<file path="src/design/amab_pkg.sv">
package amab_pkg;

    // Widths fixed by the word format.
    localparam int RAND_W  = 16;
    localparam int PADDR_W = 5;

    // Item kinds on the input channel.
    localparam logic [1:0] KIND_TICK    = 2'd0;
    localparam logic [1:0] KIND_REQUEST = 2'd1;
    localparam logic [1:0] KIND_FRAME   = 2'd2;

    // Receive check status.
    localparam logic [1:0] FST_GOOD = 2'd0;
    localparam logic [1:0] FST_BAD  = 2'd1;

    // Received frame types.
    localparam logic [1:0] FTYPE_MSG  = 2'd0;
    localparam logic [1:0] FTYPE_ACK  = 2'd1;
    localparam logic [1:0] FTYPE_NACK = 2'd2;

    // Transmit commands.
    localparam logic [1:0] TX_NONE  = 2'd0;
    localparam logic [1:0] TX_FRAME = 2'd1;
    localparam logic [1:0] TX_ACK   = 2'd2;
    localparam logic [1:0] TX_NACK  = 2'd3;

    // Controller modes, as reported on mac_status.
    localparam logic [1:0] MODE_IDLE    = 2'd0;
    localparam logic [1:0] MODE_BACKOFF = 2'd1;
    localparam logic [1:0] MODE_ACKWAIT = 2'd2;

    // Register indexes (byte address is four times the index).
    localparam logic [2:0] REG_MY_ADDRESS  = 3'd0;
    localparam logic [2:0] REG_MY_GROUP    = 3'd1;
    localparam logic [2:0] REG_WINDOW      = 3'd2;
    localparam logic [2:0] REG_ACK_TIMEOUT = 3'd3;
    localparam logic [2:0] REG_MAX_ATTEMPT = 3'd4;
    localparam logic [2:0] REG_SEED        = 3'd5;

    localparam logic [7:0]        MCAST_ADDR = 8'hFF;
    localparam logic [3:0]        MAX_EXP    = 4'd8;
    localparam logic [RAND_W-1:0] LFSR_TAPS  = 16'hB400;

endpackage

</file>
<file path="src/design/amab_mod_unit.sv">
module amab_mod_unit (
    input  logic                         aclk,
    input  logic                         aresetn,
    input  logic                         start,
    input  logic [amab_pkg::RAND_W-1:0]  dividend,
    input  logic [amab_pkg::RAND_W-1:0]  divisor,
    output logic                         busy,
    output logic                         done,
    output logic [amab_pkg::RAND_W-1:0]  remainder
);

    localparam int CNT_W = $clog2(amab_pkg::RAND_W);

    // Restoring remainder: one dividend bit is shifted in per cycle.
    logic [amab_pkg::RAND_W-1:0] rem_reg, rem_next;
    logic [amab_pkg::RAND_W-1:0] dvd_reg, dvd_next;
    logic [amab_pkg::RAND_W-1:0] dsr_reg, dsr_next;
    logic [CNT_W-1:0]            cnt_reg, cnt_next;
    logic                        busy_reg, busy_next;
    logic                        done_reg, done_next;
    logic [amab_pkg::RAND_W:0]   shifted;

    always_comb begin
        shifted   = {rem_reg, dvd_reg[amab_pkg::RAND_W-1]};
        rem_next  = rem_reg;
        dvd_next  = dvd_reg;
        dsr_next  = dsr_reg;
        cnt_next  = cnt_reg;
        busy_next = busy_reg;
        done_next = 1'b0;
        if (start) begin
            rem_next  = '0;
            dvd_next  = dividend;
            dsr_next  = divisor;
            cnt_next  = '0;
            busy_next = 1'b1;
        end else if (busy_reg) begin
            if (shifted >= {1'b0, dsr_reg}) begin
                rem_next = amab_pkg::RAND_W'(shifted - {1'b0, dsr_reg});
            end else begin
                rem_next = shifted[amab_pkg::RAND_W-1:0];
            end
            dvd_next = {dvd_reg[amab_pkg::RAND_W-2:0], 1'b0};
            cnt_next = cnt_reg + 1'b1;
            if (cnt_reg == CNT_W'(amab_pkg::RAND_W - 1)) begin
                busy_next = 1'b0;
                done_next = 1'b1;
            end
        end
    end

    always_ff @(posedge aclk) begin
        if (!aresetn) begin
            busy_reg <= 1'b0;
            done_reg <= 1'b0;
            cnt_reg  <= '0;
        end else begin
            busy_reg <= busy_next;
            done_reg <= done_next;
            cnt_reg  <= cnt_next;
        end
        rem_reg <= rem_next;
        dvd_reg <= dvd_next;
        dsr_reg <= dsr_next;
    end

    assign busy      = busy_reg;
    assign done      = done_reg;
    assign remainder = rem_reg;

`ifndef ASSERT_OFF
    a_done_not_busy: assert property (@(posedge aclk) disable iff (!aresetn)
        done |-> !busy)
        else $error("remainder unit flags done while still busy");

    a_rem_below_divisor: assert property (@(posedge aclk) disable iff (!aresetn)
        (done && dsr_reg != '0) |-> (rem_reg < dsr_reg))
        else $error("remainder not below divisor");

    a_start_idle: assert property (@(posedge aclk) disable iff (!aresetn)
        start |-> !busy)
        else $error("remainder unit started while busy");
`endif

endmodule

</file>
<file path="src/design/aloha_mac_ack_backoff.sv">
// Channel   | Direction | Handshake        | Word
// ----------+-----------+------------------+-------------------------------------------
// s_*       | in        | s_valid/s_ready  | tick, send request or received frame header
// m_*       | out       | m_valid/m_ready  | one result word per input word
// APB       | in/out    | psel/penable     | six configuration registers at 4*index
//
// Each input word goes from ST_IDLE straight to ST_OUT when no backoff is drawn or the window
// bound is zero, and through ST_DRAW when one is drawn against a nonzero bound: the draw runs
// a 16-step restoring remainder unit, one bit per cycle.
// The result then waits in the output register until m_ready; s_ready stays low
// from acceptance until the result is taken.
// Reset is synchronous on aresetn low and loads the register defaults and the seed.
module aloha_mac_ack_backoff #(
    parameter int TIMER_WIDTH = 16
) (
    input  logic                          aclk,
    input  logic                          aresetn,

    input  logic                          s_valid,
    output logic                          s_ready,
    input  logic [1:0]                    s_kind,
    input  logic [7:0]                    s_request_dest,
    input  logic [1:0]                    s_frame_status,
    input  logic [7:0]                    s_frame_dest,
    input  logic [7:0]                    s_frame_source,
    input  logic [7:0]                    s_frame_group,
    input  logic [1:0]                    s_frame_type,

    output logic                          m_valid,
    input  logic                          m_ready,
    output logic                          m_request_accepted,
    output logic [1:0]                    m_tx_kind,
    output logic [7:0]                    m_tx_dest,
    output logic                          m_deliver,
    output logic                          m_gave_up,
    output logic [1:0]                    m_mac_status,
    output logic [3:0]                    m_retry_now,
    output logic [15:0]                   m_error_total,
    output logic [15:0]                   m_ack_total,

    input  logic                          psel,
    input  logic                          penable,
    input  logic                          pwrite,
    input  logic [amab_pkg::PADDR_W-1:0]  paddr,
    input  logic [31:0]                   pwdata,
    output logic [31:0]                   prdata,
    output logic                          pready
);

    // The elapsed counter and the 16-bit limits are compared at a common width.
    localparam int CMP_W = (TIMER_WIDTH > 16) ? TIMER_WIDTH : 16;

    typedef enum logic [1:0] {
        ST_IDLE,
        ST_DRAW,
        ST_OUT
    } state_t;

    // Configuration registers.
    logic [7:0]  my_address_reg;
    logic [7:0]  my_group_reg;
    logic [7:0]  window_reg;
    logic [15:0] ack_timeout_reg;
    logic [3:0]  max_attempts_reg;
    logic [15:0] seed_reg;

    // Controller state.
    state_t                          state_reg, state_next;
    logic [1:0]                      mode_reg, mode_next;
    logic [3:0]                      retry_reg, retry_next;
    logic [TIMER_WIDTH-1:0]          elapsed_reg, elapsed_next;
    logic [amab_pkg::RAND_W-1:0]     target_reg, target_next;
    logic [7:0]                      pdest_reg, pdest_next;
    logic                            pmcast_reg, pmcast_next;
    logic [amab_pkg::RAND_W-1:0]     lfsr_reg, lfsr_next;
    logic [15:0]                     err_reg, err_next;
    logic [15:0]                     ack_reg, ack_next;

    // Result word held for the output channel.
    logic        o_acc_reg, o_acc_next;
    logic [1:0]  o_txk_reg, o_txk_next;
    logic [7:0]  o_txd_reg, o_txd_next;
    logic        o_dlv_reg, o_dlv_next;
    logic        o_gave_reg, o_gave_next;

    logic                        cfg_wr;
    logic [2:0]                  cfg_idx;
    logic [amab_pkg::RAND_W-1:0] seed_load;
    logic                        s_fire;
    logic                        m_fire;

    logic                        div_start;
    logic                        div_busy;
    logic                        div_done;
    logic [amab_pkg::RAND_W-1:0] div_rem;
    logic [amab_pkg::RAND_W-1:0] lfsr_step;
    logic [amab_pkg::RAND_W-1:0] bound;
    logic [3:0]                  draw_exp;
    logic                        do_draw;

    assign pready  = 1'b1;
    assign cfg_idx = paddr[4:2];
    assign cfg_wr  = psel && penable && pwrite;
    assign s_ready = (state_reg == ST_IDLE);
    assign m_valid = (state_reg == ST_OUT);
    assign s_fire  = s_valid && s_ready;
    assign m_fire  = m_valid && m_ready;

    // A zero seed would lock the LFSR, so it is replaced by one.
    assign seed_load = (pwdata[15:0] == '0) ? amab_pkg::RAND_W'(1) : pwdata[15:0];

    // Galois LFSR advance, used once per backoff draw.
    assign lfsr_step = {1'b0, lfsr_reg[amab_pkg::RAND_W-1:1]}
                     ^ (lfsr_reg[0] ? amab_pkg::LFSR_TAPS : '0);

    // Window doubled per retry; at most 255 << 7, so it fits 16 bits.
    assign bound = amab_pkg::RAND_W'({8'd0, window_reg} << draw_exp);

    // Configuration writes and reads.
    always_ff @(posedge aclk) begin
        if (!aresetn) begin
            my_address_reg   <= 8'd1;
            my_group_reg     <= 8'd0;
            window_reg       <= 8'd16;
            ack_timeout_reg  <= 16'd100;
            max_attempts_reg <= 4'd3;
            seed_reg         <= 16'd44257;
        end else if (cfg_wr) begin
            case (cfg_idx)
                amab_pkg::REG_MY_ADDRESS:  my_address_reg   <= pwdata[7:0];
                amab_pkg::REG_MY_GROUP:    my_group_reg     <= pwdata[7:0];
                amab_pkg::REG_WINDOW:      window_reg       <= pwdata[7:0];
                amab_pkg::REG_ACK_TIMEOUT: ack_timeout_reg  <= pwdata[15:0];
                amab_pkg::REG_MAX_ATTEMPT: max_attempts_reg <= pwdata[3:0];
                amab_pkg::REG_SEED:        seed_reg         <= pwdata[15:0];
                default: ;
            endcase
        end
    end

    always_comb begin
        case (cfg_idx)
            amab_pkg::REG_MY_ADDRESS:  prdata = {24'd0, my_address_reg};
            amab_pkg::REG_MY_GROUP:    prdata = {24'd0, my_group_reg};
            amab_pkg::REG_WINDOW:      prdata = {24'd0, window_reg};
            amab_pkg::REG_ACK_TIMEOUT: prdata = {16'd0, ack_timeout_reg};
            amab_pkg::REG_MAX_ATTEMPT: prdata = {28'd0, max_attempts_reg};
            amab_pkg::REG_SEED:        prdata = {16'd0, seed_reg};
            default:                   prdata = '0;
        endcase
    end

    // Decision logic. Everything except the backoff remainder is settled in the
    // cycle the word is accepted; the remainder is written back when the
    // remainder unit finishes.
    always_comb begin
        logic       for_me;
        logic [3:0] limit;
        logic       retry_path;

        state_next   = state_reg;
        mode_next    = mode_reg;
        retry_next   = retry_reg;
        elapsed_next = elapsed_reg;
        target_next  = target_reg;
        pdest_next   = pdest_reg;
        pmcast_next  = pmcast_reg;
        lfsr_next    = lfsr_reg;
        err_next     = err_reg;
        ack_next     = ack_reg;
        o_acc_next   = o_acc_reg;
        o_txk_next   = o_txk_reg;
        o_txd_next   = o_txd_reg;
        o_dlv_next   = o_dlv_reg;
        o_gave_next  = o_gave_reg;
        do_draw      = 1'b0;
        draw_exp     = 4'd0;
        retry_path   = 1'b0;
        div_start    = 1'b0;

        for_me = (s_frame_dest == my_address_reg) ||
                 (s_frame_group == my_group_reg && s_frame_dest == amab_pkg::MCAST_ADDR);
        limit  = (max_attempts_reg > amab_pkg::MAX_EXP) ? amab_pkg::MAX_EXP
                                                         : max_attempts_reg;

        // A seed write reloads the LFSR; the user makes writes only while idle, unchecked.
        if (cfg_wr && cfg_idx == amab_pkg::REG_SEED) begin
            lfsr_next = seed_load;
        end

        case (state_reg)
            ST_IDLE: begin
                if (s_fire) begin
                    o_acc_next  = 1'b0;
                    o_txk_next  = amab_pkg::TX_NONE;
                    o_txd_next  = 8'd0;
                    o_dlv_next  = 1'b0;
                    o_gave_next = 1'b0;

                    case (s_kind)
                        amab_pkg::KIND_TICK: begin
                            if (mode_reg == amab_pkg::MODE_BACKOFF &&
                                CMP_W'(elapsed_reg) >= CMP_W'(target_reg)) begin
                                o_txk_next   = amab_pkg::TX_FRAME;
                                o_txd_next   = pdest_reg;
                                elapsed_next = '0;
                                mode_next    = pmcast_reg ? amab_pkg::MODE_IDLE
                                                          : amab_pkg::MODE_ACKWAIT;
                            end else if (mode_reg == amab_pkg::MODE_ACKWAIT &&
                                CMP_W'(elapsed_reg) >= CMP_W'(ack_timeout_reg)) begin
                                retry_path = 1'b1;
                            end else if (elapsed_reg != {TIMER_WIDTH{1'b1}}) begin
                                elapsed_next = elapsed_reg + 1'b1;
                            end
                        end
                        amab_pkg::KIND_REQUEST: begin
                            if (mode_reg == amab_pkg::MODE_IDLE) begin
                                o_acc_next   = 1'b1;
                                pdest_next   = s_request_dest;
                                pmcast_next  = (s_request_dest == amab_pkg::MCAST_ADDR);
                                retry_next   = 4'd0;
                                do_draw      = 1'b1;
                                draw_exp     = 4'd0;
                                elapsed_next = '0;
                                mode_next    = amab_pkg::MODE_BACKOFF;
                            end
                        end
                        amab_pkg::KIND_FRAME: begin
                            if (s_frame_status != amab_pkg::FST_GOOD) begin
                                err_next = err_reg + 1'b1;
                            end
                            if (s_frame_status == amab_pkg::FST_BAD) begin
                                if (for_me) begin
                                    if (mode_reg == amab_pkg::MODE_ACKWAIT) begin
                                        retry_path = 1'b1;
                                    end
                                    if (s_frame_type == amab_pkg::FTYPE_MSG &&
                                        s_frame_dest == amab_pkg::MCAST_ADDR) begin
                                        o_txk_next = amab_pkg::TX_NACK;
                                        o_txd_next = s_frame_source;
                                    end
                                end
                            end else if (s_frame_status == amab_pkg::FST_GOOD && for_me) begin
                                case (s_frame_type)
                                    amab_pkg::FTYPE_MSG: begin
                                        o_dlv_next = 1'b1;
                                        if (s_frame_dest != amab_pkg::MCAST_ADDR) begin
                                            o_txk_next = amab_pkg::TX_ACK;
                                            o_txd_next = s_frame_source;
                                        end
                                    end
                                    amab_pkg::FTYPE_ACK: begin
                                        ack_next = ack_reg + 1'b1;
                                        if (mode_reg == amab_pkg::MODE_ACKWAIT ||
                                            mode_reg == amab_pkg::MODE_BACKOFF) begin
                                            mode_next  = amab_pkg::MODE_IDLE;
                                            retry_next = 4'd0;
                                        end
                                    end
                                    amab_pkg::FTYPE_NACK: begin
                                        o_txk_next = amab_pkg::TX_FRAME;
                                        o_txd_next = pdest_reg;
                                    end
                                    default: ;
                                endcase
                            end
                        end
                        default: ;
                    endcase

                    // Retry with a fresh backoff, or drop the frame at the limit.
                    if (retry_path) begin
                        if (retry_reg < limit) begin
                            do_draw      = 1'b1;
                            draw_exp     = retry_reg;
                            elapsed_next = '0;
                            retry_next   = retry_reg + 1'b1;
                            mode_next    = amab_pkg::MODE_BACKOFF;
                        end else begin
                            retry_next  = 4'd0;
                            mode_next   = amab_pkg::MODE_IDLE;
                            o_gave_next = 1'b1;
                        end
                    end

                    if (do_draw) begin
                        lfsr_next = lfsr_step;
                        if (bound == '0) begin
                            target_next = '0;
                            state_next  = ST_OUT;
                        end else begin
                            div_start  = 1'b1;
                            state_next = ST_DRAW;
                        end
                    end else begin
                        state_next = ST_OUT;
                    end
                end
            end
            ST_DRAW: begin
                if (div_done) begin
                    target_next = div_rem;
                    state_next  = ST_OUT;
                end
            end
            ST_OUT: begin
                if (m_fire) begin
                    state_next = ST_IDLE;
                end
            end
            default: state_next = ST_IDLE;
        endcase
    end

    always_ff @(posedge aclk) begin
        if (!aresetn) begin
            state_reg   <= ST_IDLE;
            mode_reg    <= amab_pkg::MODE_IDLE;
            retry_reg   <= 4'd0;
            elapsed_reg <= '0;
            target_reg  <= '0;
            pdest_reg   <= 8'd0;
            pmcast_reg  <= 1'b0;
            lfsr_reg    <= 16'd44257;
            err_reg     <= 16'd0;
            ack_reg     <= 16'd0;
        end else begin
            state_reg   <= state_next;
            mode_reg    <= mode_next;
            retry_reg   <= retry_next;
            elapsed_reg <= elapsed_next;
            target_reg  <= target_next;
            pdest_reg   <= pdest_next;
            pmcast_reg  <= pmcast_next;
            lfsr_reg    <= lfsr_next;
            err_reg     <= err_next;
            ack_reg     <= ack_next;
        end
        o_acc_reg  <= o_acc_next;
        o_txk_reg  <= o_txk_next;
        o_txd_reg  <= o_txd_next;
        o_dlv_reg  <= o_dlv_next;
        o_gave_reg <= o_gave_next;
    end

    // The remainder of the advanced LFSR value by the window bound is the
    // new backoff target.
    amab_mod_unit u_mod (
        .aclk      (aclk),
        .aresetn   (aresetn),
        .start     (div_start),
        .dividend  (lfsr_step),
        .divisor   (bound),
        .busy      (div_busy),
        .done      (div_done),
        .remainder (div_rem)
    );

    // The status fields show the controller state after the word, which does
    // not change while the result waits.
    assign m_request_accepted = o_acc_reg;
    assign m_tx_kind          = o_txk_reg;
    assign m_tx_dest          = o_txd_reg;
    assign m_deliver          = o_dlv_reg;
    assign m_gave_up          = o_gave_reg;
    assign m_mac_status       = mode_reg;
    assign m_retry_now        = retry_reg;
    assign m_error_total      = err_reg;
    assign m_ack_total        = ack_reg;

`ifndef ASSERT_OFF
    a_ready_unit_free: assert property (@(posedge aclk) disable iff (!aresetn)
        s_ready |-> !div_busy)
        else $error("input ready while the remainder unit is busy");

    a_done_to_out: assert property (@(posedge aclk) disable iff (!aresetn)
        div_done |=> (state_reg == ST_OUT))
        else $error("backoff draw finished without presenting a result");

    a_retry_bound: assert property (@(posedge aclk) disable iff (!aresetn)
        retry_reg <= amab_pkg::MAX_EXP)
        else $error("retry count above the exponent cap");

    a_no_tx_no_dest: assert property (@(posedge aclk) disable iff (!aresetn)
        (m_valid && m_tx_kind == amab_pkg::TX_NONE) |-> (m_tx_dest == 8'd0))
        else $error("destination set on a word with no transmission");
`endif

endmodule
</file>
<file path="config.mk">
export PLATFORM = sky130hd
export DESIGN_NAME = aloha_mac_ack_backoff
export DESIGN_NICKNAME = d
export VERILOG_FILES = /design/src/design/amab_pkg.sv /design/src/design/amab_mod_unit.sv /design/src/design/aloha_mac_ack_backoff.sv
export SDC_FILE = /design/constraint.sdc
export NUM_CORES = 1
export LEC_CHECK = 0
export BUFFER_PORTS_ARGS = -buffer_cell sky130_fd_sc_hd__buf_2
export CORE_ASPECT_RATIO = 0.7
export CORE_MARGIN = 2
export CORE_UTILIZATION = 40
export DETAILED_ROUTE_END_ITERATION = 10
export GPL_TIMING_DRIVEN = 0
export HOLD_SLACK_MARGIN = 0.03
export PLACE_DENSITY = 0.57
export SLEW_MARGIN = 10
export SYNTH_ARGS = -nofsm -noshare
export SYNTH_HDL_FRONTEND = slang
export SYNTH_HIERARCHICAL = 1
export SYNTH_SLANG_ARGS = --single-unit
</file>
<file path="constraint.sdc">
create_clock -name aclk -period 6.5 [get_ports aclk]
set_input_delay 0.325 -clock aclk [delete_from_list [all_inputs] [get_ports aclk]]
set_output_delay 0.325 -clock aclk [all_outputs]
set_load 0.01 [all_outputs]
</file>
* After elaboration in Yosys (flattened, before gate mapping)
Index checks and enable logic that the tools add are counted.
Cells by class: eq/ne operators 32, $lt $le $gt $ge 5, bitwise gates (word level) 6, add/sub/neg operators 6, shift-type cells 1, reduce and logical (&&, ||, !) cells 42, multiplexer cells 91
Operators with widths (number):
- 2-to-1 mux 16 bit | 19
- case mux 16 bit (6 select lines) | 1
- case mux 16 bit (2 select lines) | 2
- adder 16 x 1 -> 16 bit, second input constant | 3
- 2-to-1 mux 4 bit | 12
- 2-to-1 mux 8 bit | 6
- 2-to-1 mux 2 bit | 18
- >= comparator 16 bit | 2
- logical NOT 16 bit | 2
- case mux 8 bit (2 select lines) | 2
- 2-to-1 mux 1 bit | 25
- inequality test 3 bit, second input constant | 6
- >= comparator 17 x 16 -> 1 bit | 1
- == test 8 bit | 2
- == test 8 bit, second input constant | 2
- inequality test 16 bit, second input constant | 1
- left shift 8 x 4 -> 16 bit | 1
- subtractor 16 bit | 1
- XOR 15 x 16 -> 16 bit | 1
- AND reduction 2 bit | 7
- case mux 2 bit (3 select lines) | 2
- == test 2 x 1 -> 1 bit, second input constant | 5
- logical AND 1 bit | 10
- logical NOT 2 bit | 5
- 27 further kinds | 47
Storage, ports and cells: flip-flop bits (word level) 224, input bits 82, word-level logic and storage cells 210

* Depth between registers and ports, before layout
depth after elaboration 18, gate-level depth with buffers 22, depth with buffers taken out 18

* Cells and area by module
The synthesis kept the hierarchy.
By module, submodules not included:
- aloha_mac_ack_backoff | seq. area each 3533.4 um^2, area each 9892.0 um^2, cells an instance 1247, times used 1
- amab_mod_unit | seq. area each 1401.3 um^2, area each 3208.1 um^2, cells an instance 316, times used 1

* Worst setup path after synthesis
Ideal clock, no wire load.
path kind register to register, start register elapsed_reg[0], end register u_mod/dvd_reg[15] in the netlist's numbering, data pin, path buffers 5, cell stages (with the launch flop) 17, setup slack 1.610 ns, arrival 4.630 ns, period minus slack after synthesis 4.890 ns, library setup time 0.260 ns, cells stage by stage dfxtp_1 inv_1 ha_1 nand2b_1 a2111oi_4 a2111oi_4 o32ai_2 a21o_1 clkbuf_1 and3_1 clkbuf_1 o21ai_1 clkbuf_1 nor2_1 clkbuf_1 clkbuf_1 mux2_2
On the way: word-level cells in the longest chain between the ends 17, elaborated cells on any way between the ends 22
RTL lines:
- from (decl) | RTL line aloha_mac_ack_backoff.sv:71 | logic [TIMER_WIDTH-1:0] elapsed_reg, elapsed_next;
- from (signal assigned) | RTL line aloha_mac_ack_backoff.sv:331 | elapsed_reg <= elapsed_next;
- >= comparator 16 bit | RTL line aloha_mac_ack_backoff.sv:210 | CMP_W'(elapsed_reg) >= CMP_W'(ack_timeout_reg)) begin
- logical AND 1 bit | RTL line aloha_mac_ack_backoff.sv:209 | end else if (mode_reg == amab_pkg::MODE_ACKWAIT &&
- 2-to-1 mux 1 bit | RTL line aloha_mac_ack_backoff.sv:209
- 2-to-1 mux 1 bit (*) | RTL line aloha_mac_ack_backoff.sv:202 | if (mode_reg == amab_pkg::MODE_BACKOFF &&
- case mux 1 bit (2 select lines) (*) | RTL line aloha_mac_ack_backoff.sv:200 | case (s_kind)
- 2-to-1 mux 1 bit (*) | RTL line aloha_mac_ack_backoff.sv:193 | if (s_fire) begin
- 2-to-1 mux 1 bit (*) | RTL line aloha_mac_ack_backoff.sv:191 | case (state_reg)
- 2-to-1 mux 4 bit | RTL line aloha_mac_ack_backoff.sv:272 | if (retry_path) begin
- [... 3 more ...]
- logical NOT 16 bit | RTL line aloha_mac_ack_backoff.sv:288 | if (bound == '0) begin
- 2-to-1 mux 1 bit | RTL line aloha_mac_ack_backoff.sv:288
- 2-to-1 mux 1 bit (*) | RTL line aloha_mac_ack_backoff.sv:286 | if (do_draw) begin
- 2-to-1 mux 1 bit (*) | RTL line aloha_mac_ack_backoff.sv:193
- 2-to-1 mux 1 bit (*) | RTL line aloha_mac_ack_backoff.sv:191
- named net div_start | RTL line aloha_mac_ack_backoff.sv:92 | logic div_start;
- 2-to-1 mux 16 bit (*) | RTL line amab_mod_unit.sv:31 | if (start) begin
- named net u_mod.dvd_next, one bit | RTL line amab_mod_unit.sv:16 | logic [amab_pkg::RAND_W-1:0] dvd_reg, dvd_next;
- to (signal assigned) | RTL line amab_mod_unit.sv:63 | dvd_reg <= dvd_next;
- to (decl) | RTL line amab_mod_unit.sv:16
Mark *: on every way through the listed nets, which the timed path passes. The rest lies on a longest branch. The select of a mux whose other input is x is not followed. A chain may end at the register's enable or synchronous reset.

* Worst setup path after layout
start register elapsed_reg[0], end register u_mod/dvd_reg[12] in the netlist's numbering (enable)
On the way: word-level cells in the longest chain between the ends 17, elaborated cells on any way between the ends 22
RTL lines:
- >= comparator 16 bit | RTL line aloha_mac_ack_backoff.sv:210
- logical AND 1 bit | RTL line aloha_mac_ack_backoff.sv:209
- 2-to-1 mux 1 bit | RTL line aloha_mac_ack_backoff.sv:209
- 2-to-1 mux 1 bit (*) | RTL line aloha_mac_ack_backoff.sv:202
- case mux 1 bit (2 select lines) (*) | RTL line aloha_mac_ack_backoff.sv:200
- 2-to-1 mux 1 bit (*) | RTL line aloha_mac_ack_backoff.sv:193
- 2-to-1 mux 1 bit (*) | RTL line aloha_mac_ack_backoff.sv:191
- 2-to-1 mux 4 bit (*) | RTL line aloha_mac_ack_backoff.sv:272
- [... 3 more ...]
- named net bound, one bit | RTL line aloha_mac_ack_backoff.sv:97 | logic [amab_pkg::RAND_W-1:0] bound;
- logical NOT 16 bit (*) | RTL line aloha_mac_ack_backoff.sv:288
- 2-to-1 mux 1 bit (*) | RTL line aloha_mac_ack_backoff.sv:288
- 2-to-1 mux 1 bit (*) | RTL line aloha_mac_ack_backoff.sv:286
- 2-to-1 mux 1 bit (*) | RTL line aloha_mac_ack_backoff.sv:193
- 2-to-1 mux 1 bit (*) | RTL line aloha_mac_ack_backoff.sv:191
- named net div_start | RTL line aloha_mac_ack_backoff.sv:92
- nonzero test 2 bit (no line) (*)
Marks and branches as above.

==> results.txt <==
----------------------------------------------------
[Status]
  Result of the run ... finished clean

[Placement]
  Final HPWL from detailed placement ... 33.56 mm
  Place WS ... about 0.58 ns
  Placed cell areas ... ~14000 um2
  Placed Cells incl. Taps ... about 2100
  Port bufs ... 132
  Global placement routability congestion ... slightly below 1

[Setup path]
  Crit start category ... flip-flop
  Worst flop-to-flop path endpoint ... u_mod/dvd_reg[12]$_DFFE_PP_
  Flop-to-flop setup slack ... 0.45 ns
  Critical path buffers and inverters ... 4
  Critical R2R Launch ... elapsed_reg[0]$_SDFFE_PN0P_
  Reg2Reg Depth ... 15
  CP Data Arrival Time ... around 6.2 ns
  Last element of the critical path ... u_mod/dvd_reg[12]$_DFFE_PP_
  Data required time at the worst endpoint ... about 6.7 ns
  Crit path depth ... 15
  CP delay by family, top ... simple AND/OR/NAND/NOR gates
  Longest individual stage delay on the worst path ... around 0.65 ns
  Master of the slowest instance on the critical path ... sky130_fd_sc_hd__nor4_1
  Type of element capturing the critical path ... flip-flop
  Worst setup startpoint ... elapsed_reg[0]$_SDFFE_PN0P_
  Worst Path Max Fanout ... 16
  Type of the worst setup path ... flip-flop to flip-flop
  Critical Path, Cell by Cell ... inv_1 > ha_1 > nand2b_1 > a2111oi_4 > a2111oi_4 > o32ai_2 > a31oi_2 > buf_2 > a221o_1 > or4_4 > nor4_1 > nor2_2 > clkbuf_1 > nor2_1 > inv_1

[Power]
  Part of the power in the clock network ... 0.348
  Largest voltage drop on the vdd net ... about 0.19 mV
  Comb power frac ... 0.250
  Overall power consumption ... roughly 4.0 mW
  Leak Pwr ... 5.977 nW
  Power per Cell Area ... 265.0 nW/um2
  Sequential share of power ... 0.402
  Sw frac ... 0.3265
  Switching power ... between 1 and 1.5 mW
  Internal Power ... roughly 2.7 mW

[Final layout]
  Filler-free cell count of the finished design ... 2186
  Ratio of cells with drive above 1 in the final layout ... 0.1597
  Fill cell total of the finished layout ... around 3200
  Final Net Count ... 1887
  Area Overhead vs Synth ... 16.31%
  Number of inserted diodes ... 0
  Final core occ ... 0.4721
  Non-Filler Cell Area, Final ... 15240 um2

[Synthesis]
  Fraction of synthesis flops using an asynchronous set or reset pin ... 0
  Number of warnings reported in the yosys synthesis log ... 6
  Syn_area_per_cell ... 8.381 um2
  Dominant cells by area after synthesis ... sky130_fd_sc_hd__dfxtp_1, sky130_fd_sc_hd__edfxtp_1, sky130_fd_sc_hd__nand2_1
  Post-synthesis cell type with the largest combined area ... sky130_fd_sc_hd__dfxtp_1
  Post-synth EDFFs ... between 40 and 50
  Post-Synthesis Cells ... about 1600
  Distinct cells, synth ... 95
  Top post-synthesis cells by count ... sky130_fd_sc_hd__nand2_1, sky130_fd_sc_hd__dfxtp_1, sky130_fd_sc_hd__nor2_1
  Area share of the largest cell type after synthesis ... 0.2735
  Synth Cell Area ... about 13000 um2
  Share of synthesized area occupied by flip-flops and latches ... 0.3767
  Most common flop cell mapped by yosys ... sky130_fd_sc_hd__dfxtp_1
  Top-count cell post-synth ... sky130_fd_sc_hd__nand2_1
  Synth Register Bits ... ~220

[STA]
  Fin Setup TNS ... 0 ns
  Unrepaired setup endpoints after global routing ... false
  Post-layout worst setup margin ... between 0.4 and 0.5 ns
  F_max ... ~170 MHz
  Final Slew Violations ... 0
  Slew @ Worst Pin ... between 1 and 1.5 ns
  Number of hold violations in the final report ... 0
  Largest clock skew in the final design ... between 0.01 and 0.015 ns
  Minimum clock period ... a little over 6 ns
  Fraction of the cycle the final worst path needs ... 0.9302
  Final hold slack ... 0.04129 ns
  Count of final setup violators ... 0
  Worst slew margin relative to its limit ... 0.2860

[Floorplan]
  Area of the placeable core ... 32270 um2
  DIE WIDTH ... roughly 220 um
  Die area ... 34240 um2
  Starting density of the core ... 0.4059
  Cell row count ... 55
  Vert. Die Dim ... about 160 um
  Top Ports ... between 150 and 200

[Drt]
  Routed length per instance ... just under 20 um
  Detailed-route vias per instance ... around 5.6
  DRC violation total after the first TritonRoute iteration ... 1384
  DRC violations left ... 0
  Antenna Violating Nets Remaining ... 0
  First-pass iteration count of the detailed router ... 5
  Final Routed Wirelength ... 43.46 mm
  Vias ... roughly 12000

[Hold path]
  HP Class ... input pin to flip-flop

[Global route]
  Global routing's busiest layer ... met1
  Global Route Usage Sum ... 0.2513
  Via count of the first global-routing pass ... around 11000
  Maximum number of pins on one net before global-route repair ... 23
  Wire length of the first global-routing pass ... between 60 and 70 mm
  Overflow after GRT ... 0
  Met3 track demand over resource in global routing ... 0.05239
  Antenna violations before repair ... 0
  GR Util met1 ... 0.3999
  Fraction of met2 tracks used by global routing ... 0.3490

[Clock tree]
  Total CTS buffers ... 24
  H-tree lvl count ... 1
  Worst-path clk slew ... about 0.06 ns
  TritonCTS clock tree ... built
  Buffer depth of the longest clock path ... 3
  Root buffer cell ... sky130_fd_sc_hd__clkbuf_16
  Worst-Skew Late Latency ... approximately 0.54 ns
  Clock tree sinks ... 224

[Job]
  Max_cap viols ... 0

----------------------------------------------------
kinds of logic after synthesis:
group | after synthesis | share of synthesized area
AND/OR/NAND/NOR | 601 | 0.2150
AO/OA/AOI/OAI | 375 | 0.1943
flip-flops | 224 | 0.3767
buffers and inverters | 175 | 0.05769
multiplexers | 66 | 0.05664
adder cells (fa/ha/maj) | 64 | 0.06170
XOR/XNOR | 56 | 0.03744
other | 2 | 0.0005733
worst register-to-register path, stage by stage (launching register included):
cell	delay (ns)
sky130_fd_sc_hd__dfxtp_1	0.42
sky130_fd_sc_hd__inv_1	0.11
sky130_fd_sc_hd__ha_1	0.29
sky130_fd_sc_hd__nand2b_1	0.17
sky130_fd_sc_hd__a2111oi_4	0.41
sky130_fd_sc_hd__a2111oi_4	0.08
sky130_fd_sc_hd__o32ai_2	0.65
sky130_fd_sc_hd__a31oi_2	0.26
sky130_fd_sc_hd__buf_2	0.26
sky130_fd_sc_hd__a221o_1	0.39
sky130_fd_sc_hd__or4_4	0.59
sky130_fd_sc_hd__nor4_1	0.65
sky130_fd_sc_hd__nor2_2	0.17
sky130_fd_sc_hd__clkbuf_1	0.23
sky130_fd_sc_hd__nor2_1	0.45
sky130_fd_sc_hd__inv_1	0.51
layout by cell type (no fill, tap or decap), types with 20 or more instances in the layout:
cell                        Yosys  layout
sky130_fd_sc_hd__dfxtp_1      179     179
sky130_fd_sc_hd__a21oi_1      111     111
sky130_fd_sc_hd__nand3_1       55      55
sky130_fd_sc_hd__mux2i_1       37      37
sky130_fd_sc_hd__nor3_1        22      20
sky130_fd_sc_hd__inv_1         77      77
sky130_fd_sc_hd__ha_1          63      63
sky130_fd_sc_hd__nor2_1       149     148
sky130_fd_sc_hd__buf_2          7     139
sky130_fd_sc_hd__nand2_1      227     227
sky130_fd_sc_hd__nand4_1       20      20
sky130_fd_sc_hd__nor2b_1       27      27
sky130_fd_sc_hd__o21ai_0       80      80
sky130_fd_sc_hd__mux2_2        25      25
sky130_fd_sc_hd__buf_4         19      21
sky130_fd_sc_hd__clkbuf_16      0      26
sky130_fd_sc_hd__a22oi_1       21      21
sky130_fd_sc_hd__xor2_1        37      37
sky130_fd_sc_hd__clkbuf_1      63      69
sky130_fd_sc_hd__edfxtp_1      45      45
area by class of cell:
| cell class | instances | area, um2 | share of cell area |
|---|---|---|---|
| Clock buffer | 41 | 787.0 | 0.05165 |
| Timing Repair Buffer | 137 | 710.7 | 0.04664 |
| Buffer | 97 | 464.2 | 0.03046 |
| Inverter | 78 | 292.8 | 0.01922 |
| Tap cell | 427 | 534.3 | 0.03506 |
| Multi-Input combinational cell | 1179 | 7486 | 0.4913 |
| Clock inverter | 3 | 27.53 | 0.001807 |
| Sequential cell | 224 | 4935 | 0.3239 |
metal layers:
metal  wire length [um]  share of wire  vias up
li1                   -              -     5908
met1              21750           0.50     5880
met2              17270           0.40      446
met3               4039          0.093       29
met4                400         0.0092        0
met5                  0              0        -
power by group through the flow:
stage,clock network [mW],logic (mW),registers [mW]
4_1_cts,1.43,0.987,1.61
3_3_place_gp,0,0.958,1.65
3_5_place_dp,0,0.975,1.64
5_1_grt,1.48,1.11,1.63
2_1_floorplan,0,0.723,1.59
6_report,1.41,1.01,1.62
worst min path at each step:
stage,depth (start not counted),from,slack [ns],endpoint
final,3,s_request_dest[6],0.04,pdest_reg[6]$_SDFFE_PN0P_
after global routing,3,s_request_dest[4],0.03,pdest_reg[4]$_SDFFE_PN0P_
after CTS,3,s_request_dest[7],0.03,pdest_reg[7]$_SDFFE_PN0P_
after detailed placement,2,seed_reg[14]$_SDFFE_PN0P_,0.45,seed_reg[14]$_SDFFE_PN0P_
after global placement,2,pdest_reg[2]$_SDFFE_PN0P_,0.44,pdest_reg[2]$_SDFFE_PN0P_
after floorplan,2,seed_reg[3]$_SDFFE_PN0P_,0.43,seed_reg[3]$_SDFFE_PN0P_
repair_timing:
item | CTS | global route
resized for setup | 0 | 0
hold buffers | 2 | 0
buffers inserted | 0 | 0
endpoints found under the hold margin | 2 | 0
Power figures use the tool's default switching activity.
